--- src/ilb_pkg.sv ---
`default_nettype none

package ilb_pkg;

  localparam int POS_W    = 6;
  localparam int DATA_W   = 32;
  localparam int LEN_W    = 7;
  localparam int IN_TD_W  = 48;
  localparam int OUT_TD_W = 48;
  localparam int GRP_SIZE = 8;
  localparam int READ_SPAN = 64;

  typedef enum logic [2:0] {
    OP_APPEND = 3'd0,
    OP_READ   = 3'd1,
    OP_EDIT   = 3'd2,
    OP_INSERT = 3'd3,
    OP_DELETE = 3'd4
  } op_t;

  typedef enum logic [1:0] {
    ST_OK    = 2'd0,
    ST_RANGE = 2'd1,
    ST_FULL  = 2'd2
  } status_t;

  typedef struct packed {
    logic wr;
    logic ins;
    logic del;
    logic rd;
  } cell_ctrl_t;

endpackage

`default_nettype wire

--- src/ilb_cell.sv ---
`default_nettype none

module ilb_cell import ilb_pkg::*; #(
  parameter int INDEX = 0,
  parameter int IW    = 6,
  parameter int VW    = 32
) (
  input  wire logic          clk,
  input  wire cell_ctrl_t    ctrl,
  input  wire logic [IW-1:0] tgt,
  input  wire logic [VW-1:0] wr_data,
  input  wire logic [VW-1:0] left_data,
  input  wire logic [VW-1:0] right_data,
  output logic      [VW-1:0] data_o,
  output logic      [VW-1:0] rd_o
);

  logic [VW-1:0] data_r;
  logic [VW-1:0] data_nxt;
  logic          hit;
  logic          above;

  assign hit   = (IW'(INDEX) == tgt);
  assign above = (IW'(INDEX) > tgt);

  always_comb begin
    data_nxt = data_r;
    if (ctrl.ins) begin
      if (hit) begin
        data_nxt = wr_data;
      end else if (above) begin
        data_nxt = left_data;
      end
    end else if (ctrl.del) begin
      if (hit || above) begin
        data_nxt = right_data;
      end
    end else if (ctrl.wr && hit) begin
      data_nxt = wr_data;
    end
  end

  always_ff @(posedge clk) begin
    data_r <= data_nxt;
  end

  assign data_o = data_r;
  assign rd_o   = (ctrl.rd && hit) ? data_r : '0;

endmodule

`default_nettype wire

--- config.mk ---
export PLATFORM = sky130hd
export DESIGN_NAME = ilb_cell
export DESIGN_NICKNAME = d
export VERILOG_FILES = /design/src/ilb_pkg.sv /design/src/ilb_cell.sv
export SDC_FILE = /design/constraint.sdc
export NUM_CORES = 1
export LEC_CHECK = 0
export ABC_CLOCK_PERIOD_IN_PS = 2850
export BUFFER_PORTS_ARGS = -buffer_cell sky130_fd_sc_hd__clkbuf_2
export CAP_MARGIN = 20
export CELL_PAD_IN_SITES_DETAIL_PLACEMENT = 1
export CELL_PAD_IN_SITES_GLOBAL_PLACEMENT = 2
export CORE_ASPECT_RATIO = 0.9
export CORE_MARGIN = 4
export CORE_UTILIZATION = 21
export DETAILED_ROUTE_END_ITERATION = 8
export PLACE_DENSITY = 0.8
export SLEW_MARGIN = 20
export SYNTH_ARGS = -nofsm -noshare
export SYNTH_HDL_FRONTEND = slang
export SYNTH_SLANG_ARGS = --single-unit
--- constraint.sdc ---
create_clock -name clk -period 2.85 [get_ports clk]
set_input_delay 0.57 -clock clk [delete_from_list [all_inputs] [get_ports clk]]
set_output_delay 0.57 -clock clk [all_outputs]
set_load 0.05 [all_outputs]
==> After elaboration in Yosys (flattened, before gate mapping) <==
Index checks and enable logic that the tools add are counted.
{ "totals": {"reg_bits": 32, "latch_bits": 0, "elab_cells": 17, "rom_bits": 0, "ramBits": 0, "mem_count": 0} }
{ "classes": {"div_mod_pow": 0, "n_shift": 0, "muxes": 7, "n_addsub": 0, "n_reduce_logical": 6, "multipliers": 0, "n_lt_le_gt_ge": 1, "n_eq_ne": 2, "n_bitwise": 0} }
{ "ops": {"columns": ["operator", "count"], "rows": [
  ["$mux 32", 7],
  ["$gt 1x6->1 const A", 1],
  ["$logic_not 6->1", 1],
  ["$ne 3x1->1 const B", 2],
  ["$reduce_and 3->1", 1],
  ["$reduce_bool 3->1", 1],
  ["$logic_and 1x1->1", 2],
  ["$logic_or 1x1->1", 1]
]} }

==> Depth between registers and ports, before layout <==
{ "depth": {"ltp_word": 5, "ltp_mapped": 5, "depth_no_buf": 3} }

==> Worst setup path after synthesis <==
OpenSTA, ideal clock, no wires.
{ "synth_path": {"path_kind": "input-to-reg", "startpoint": "input port tgt[1]", "endpoint": "register data_r[0] (netlist: data_o[0]) (enable)", "setup_time_ns": 0.394, "n_path_buf": 1, "slack_ns": 0.173, "path_stages": 4, "t_arrival_ns": 2.283, "required_time_ns": 2.456, "path_cell_list": "or4_4 -> nor2_4 -> buf_6 -> o31a_1"} }
{ "synth_via": {"elab_chain_cells": 4} }
{ "synth_lines": {"columns": ["item", "line", "rtl"], "rows": [
  ["start: declaration", "ilb_cell.sv:10", "input wire logic [IW-1:0] tgt,"],
  ["$gt 1x6->1 / $logic_not 6->1 (equally long branches)", "ilb_cell.sv:24, ilb_cell.sv:23", null],
  ["$logic_or 1x1->1 / $logic_and 1x1->1 (equally long branches)", "ilb_cell.sv:35, ilb_cell.sv:38", null],
  ["$ne 3x1->1 (no line) / $reduce_bool 3->1 (equally long branches)", null, null],
  ["$reduce_and 3->1 (no line) (*)", null, null],
  ["end signal: assignment", "ilb_cell.sv:44", "data_r <= data_nxt;"],
  ["end: declaration", "ilb_cell.sv:18", "logic [VW-1:0] data_r;"]
]} }
Every way passes the cells marked *; elsewhere a longest branch is shown, timed or not.
A chain may end at the register's enable or synchronous reset.

==> Final worst setup path <==
{ "layout_path": {"startpoint": "input port tgt[1]", "endpoint": "output port rd_o[10]"} }
{ "layout_via": {"elab_chain_cells": 3} }
{ "layout_lines": {"columns": ["item", "line", "rtl"], "rows": [
  ["$logic_not 6->1", "ilb_cell.sv:23", "assign hit = (IW'(INDEX) == tgt);"],
  ["$logic_and 1x1->1", "ilb_cell.sv:48", "assign rd_o = (ctrl.rd && hit) ? data_r : '0;"],
  ["$mux 32", "ilb_cell.sv:48", null],
  ["end: declaration", "ilb_cell.sv:15", "output logic [VW-1:0] rd_o"]
]} }
No other way between the ends.

==> summary.md <==
| Metric | Value |
|---|---|
| Run status | finished, final reports clean |
| Number of clock buffers inserted by TritonCTS | 5 |
| Proportion of total power due to net switching | 25.17% |
| Die Outline Area | 0.01288 mm² |
| Final setup vio count | 0 |
| Worst VDD drop | 0.1692 mV |
| Reg power frac | 38.1% |
| Via-to-Cell Ratio | 4.874 |
| Data required, critical path | 2.28 ns |
| Post-cts resize count | 0 |
| Rel. slew slack | 55.21% |
| Count of unresolved DRC violations after routing | 0 |
| Combinational share of power | 18.8% |
| Top achievable clock speed | 385.3 MHz |
| Classification of the worst-slack hold path | in -> reg |
| Final critical-path share of the clock period | 91.05% |
| Switching Power | 0.0003522 W |
| Internal power summed over all cells | 0.001047 W |
| Synth warnings | 0 |
| Post-detailed-placement half-perimeter wirelength | 7883 µm |
| Starting utilization of the core area | 21.52% |
| Avg Synthesized Cell Area | 8.882 µm² |
| Total power divided by cell area | 392.7 mW/mm² |
| Multiplexer share of the synthesized area | 0% |
| Final-report max-slew violation count | 0 |
| Largest register FFs | 32 |
| Total Nets Final | 525 |
| Non-Filler Cell Area, Final | 0.003562 mm² |
| Number of global-route vias before repair | 3,024 |
| Synthesized-area fraction occupied by and/or/nand/nor cells | 26.25% |
| Sum of overflow across all layers after global routing | 0 |
| Total Neg Setup Slack | 0 ns |
| Detail-routed net length per standard cell | 18.38 µm |
| Final Total Pwr | 0.001399 W |
| Number of antenna violations at the first check in global routing | 0 |
| Pre-antenna DRT Iters | 4 |
| Post-CTS setup buffer count | 0 |
| Post-synthesis register bit count | 32 |
| IO Pins | 171 |
| Largest family of logic cells by synthesized area | simple AND/OR/NAND/NOR gates |
| Kind of critical path | in -> out |
| Netlist area before placement | 0.002336 mm² |
| Clock Pin Slew Worst Setup and Hold Paths | 0.05 ns |
| Clk sinks | 32 |
| Static Leakage | 1.576 nW |
| Syn-to-layout area delta | 52.49% |
| Layout cell share with drive strength beyond 1 | 45.82% |
| Type of element launching the critical path | input port |
| Largest net degree at the start of global routing | 38 |
| DRC violation total after the first TritonRoute iteration | 144 |
| Overall die height | 108.1 µm |
| Area of the placeable core | 0.01086 mm² |
| Die extent in x | 119.2 µm |
| Cell variety after synth | 21 |
| Maximum fanout along the worst path | 33 |
| Post-Syn Nets | 370 |
| Clk network pwr share | 43.1% |
| Seq/Total Area, Yosys | 41.14% |
| Total number of vias | 2,783 |
| Count of buffers from port buffering | 170 |
| Share of the synthesized area in compound gates (AO/OA/AOI/OAI) | 26.19% |
| Adder-cell area share of the yosys netlist | 0% |
| Root buf cell | sky130_fd_sc_hd__clkbuf_16 |
| CTS tree | yes |
| GRT Resource Usage Total | 16.02% |
| Clock H-tree levels | 2 |
| Number of antenna-violating nets in the routed design | 0 |
| Shortest period the worst path allows | 2.595 ns |
| Max-Cap Viols | 0 |
| Max Buffers Root-to-Sink | 2 |
| Site row count | 36 |
| Worst-margin pin slew | 0.6718 ns |
| Drt total wl | 10,500 µm |
| Wire length of the first global-routing pass | 16,420 µm |
| Placed cell area | 0.003400 mm² |
| Placer Congestion | 0.7860 |
| Setup repair after global routing missed its margin | false |
| Fraction of synthesized cell area in xor and xnor cells | 0% |
| Count of inserted antenna diode cells | 0 |
| Hold Vio Cnt, Final | 0 |
| Post-cts hold buffer count | 0 |
| Synth Instances | 263 |
| Crit. End Element | primary output |
| CP arrival | 2.03 ns |
## final timing paths
kind                  depth (start not counted)                    to        start
worst max-delay path                          6              rd_o[10]       tgt[1]
worst min-delay path                          2  data_o[30]$_DFFE_PP_  wr_data[30]
## per-layer routing
metal | part of all wire, % | vias to the layer above | GRT usage (%)
met3 | 5.2 | 8 | 3.609
met5 | 0 | - | 0
met2 | 50 | 83 | 28.76
met1 | 44 | 1361 | 19.52
met4 | 1.3 | 0 | 3.888
li1 | - | 1331 | -
## power groups by stage
stage,Combinational (W),Sequential [W],Clock (W)
3_5_place_dp,0.000265,0.000542,0
4_1_cts,0.000266,0.000533,0.000620
2_1_floorplan,0.000121,0.000558,0
3_3_place_gp,0.000257,0.000542,0
6_report,0.000263,0.000532,0.000604
5_1_grt,0.000292,0.000533,0.000650
## cell families after synthesis
kind of cell	count (synthesis)
AO/OA/AOI/OAI	97
AND/OR/NAND/NOR	102
buffers and inverters	32
flip-flops	32
## synth_stat cells
master                     count  area share [%]
sky130_fd_sc_hd__clkbuf_1     20             3.2
sky130_fd_sc_hd__nor4_2        1            0.54
sky130_fd_sc_hd__nor2_1        2            0.32
sky130_fd_sc_hd__edfxtp_1     32              41
sky130_fd_sc_hd__and3_1       32             8.6
sky130_fd_sc_hd__o21ai_0      31             6.6
sky130_fd_sc_hd__nor2_4        1            0.48
sky130_fd_sc_hd__or2_0         1            0.27
sky130_fd_sc_hd__buf_6         3             1.4
sky130_fd_sc_hd__buf_2         5             1.1
sky130_fd_sc_hd__nor2b_1      32             8.6
sky130_fd_sc_hd__o31a_1        1            0.38
sky130_fd_sc_hd__nand3_1      31             6.6
sky130_fd_sc_hd__a31oi_1      32             8.6
sky130_fd_sc_hd__buf_1         3            0.48
sky130_fd_sc_hd__or3b_2        1            0.38
sky130_fd_sc_hd__clkbuf_2      1            0.21
sky130_fd_sc_hd__o21ai_1       1            0.21
sky130_fd_sc_hd__a211oi_1     31              10
sky130_fd_sc_hd__o211a_1       1            0.43
sky130_fd_sc_hd__or4_4         1            0.48
## cell type report
type	instances	area, µm²
clock buffers	5	125.1
well taps	152	190.2
flip-flops and latches	32	960.9
clock inverters	3	37.54
fillers	1302	7293
multi-input cells	199	1237
repair buffers	180	1011
## metrics by stage
step	util, %	hold WS [ns]	setup slack (ns)	instances
after floorplan	-	0.8020	0.1726	263
after global placement	31.32	0.9174	0.2892	563
after detailed placement	31.32	0.9265	0.2423	563
after CTS	32.81	0.6419	0.2441	571
after global routing	32.81	0.6353	0.1768	571
final	32.81	0.6424	0.2549	571
## worst max-delay path, stage by stage
cell and delay [ns]:
sky130_fd_sc_hd__clkbuf_2 0.11, sky130_fd_sc_hd__or4_4 0.56, sky130_fd_sc_hd__nor2_4 0.14, sky130_fd_sc_hd__buf_12 0.19, sky130_fd_sc_hd__and3_1 0.18, sky130_fd_sc_hd__clkbuf_2 0.28
## layout by cell type (no fill, tap or decap)
cell / netlist / final
sky130_fd_sc_hd__clkbuf_16: 0 / 5
sky130_fd_sc_hd__o31a_2: 0 / 1
sky130_fd_sc_hd__buf_4: 0 / 8
sky130_fd_sc_hd__a31oi_1: 32 / 32
sky130_fd_sc_hd__o21ai_0: 31 / 31
sky130_fd_sc_hd__nor4_4: 0 / 1
sky130_fd_sc_hd__nor2_1: 2 / 1
sky130_fd_sc_hd__o21ai_1: 1 / 1
sky130_fd_sc_hd__bufinv_16: 0 / 1
sky130_fd_sc_hd__clkinv_1: 0 / 2
sky130_fd_sc_hd__o211a_1: 1 / 1
sky130_fd_sc_hd__or2_1: 0 / 1
sky130_fd_sc_hd__and3_1: 32 / 32
sky130_fd_sc_hd__clkbuf_2: 1 / 166
sky130_fd_sc_hd__or4_4: 1 / 1
sky130_fd_sc_hd__or3b_2: 1 / 1
sky130_fd_sc_hd__nor2_4: 1 / 1
sky130_fd_sc_hd__a211oi_1: 31 / 31
sky130_fd_sc_hd__nor2_2: 0 / 1
sky130_fd_sc_hd__nand3_1: 31 / 31
sky130_fd_sc_hd__nor2b_1: 32 / 32
sky130_fd_sc_hd__edfxtp_1: 32 / 32
sky130_fd_sc_hd__buf_12: 0 / 6
Power figures use the tool's default switching activity.
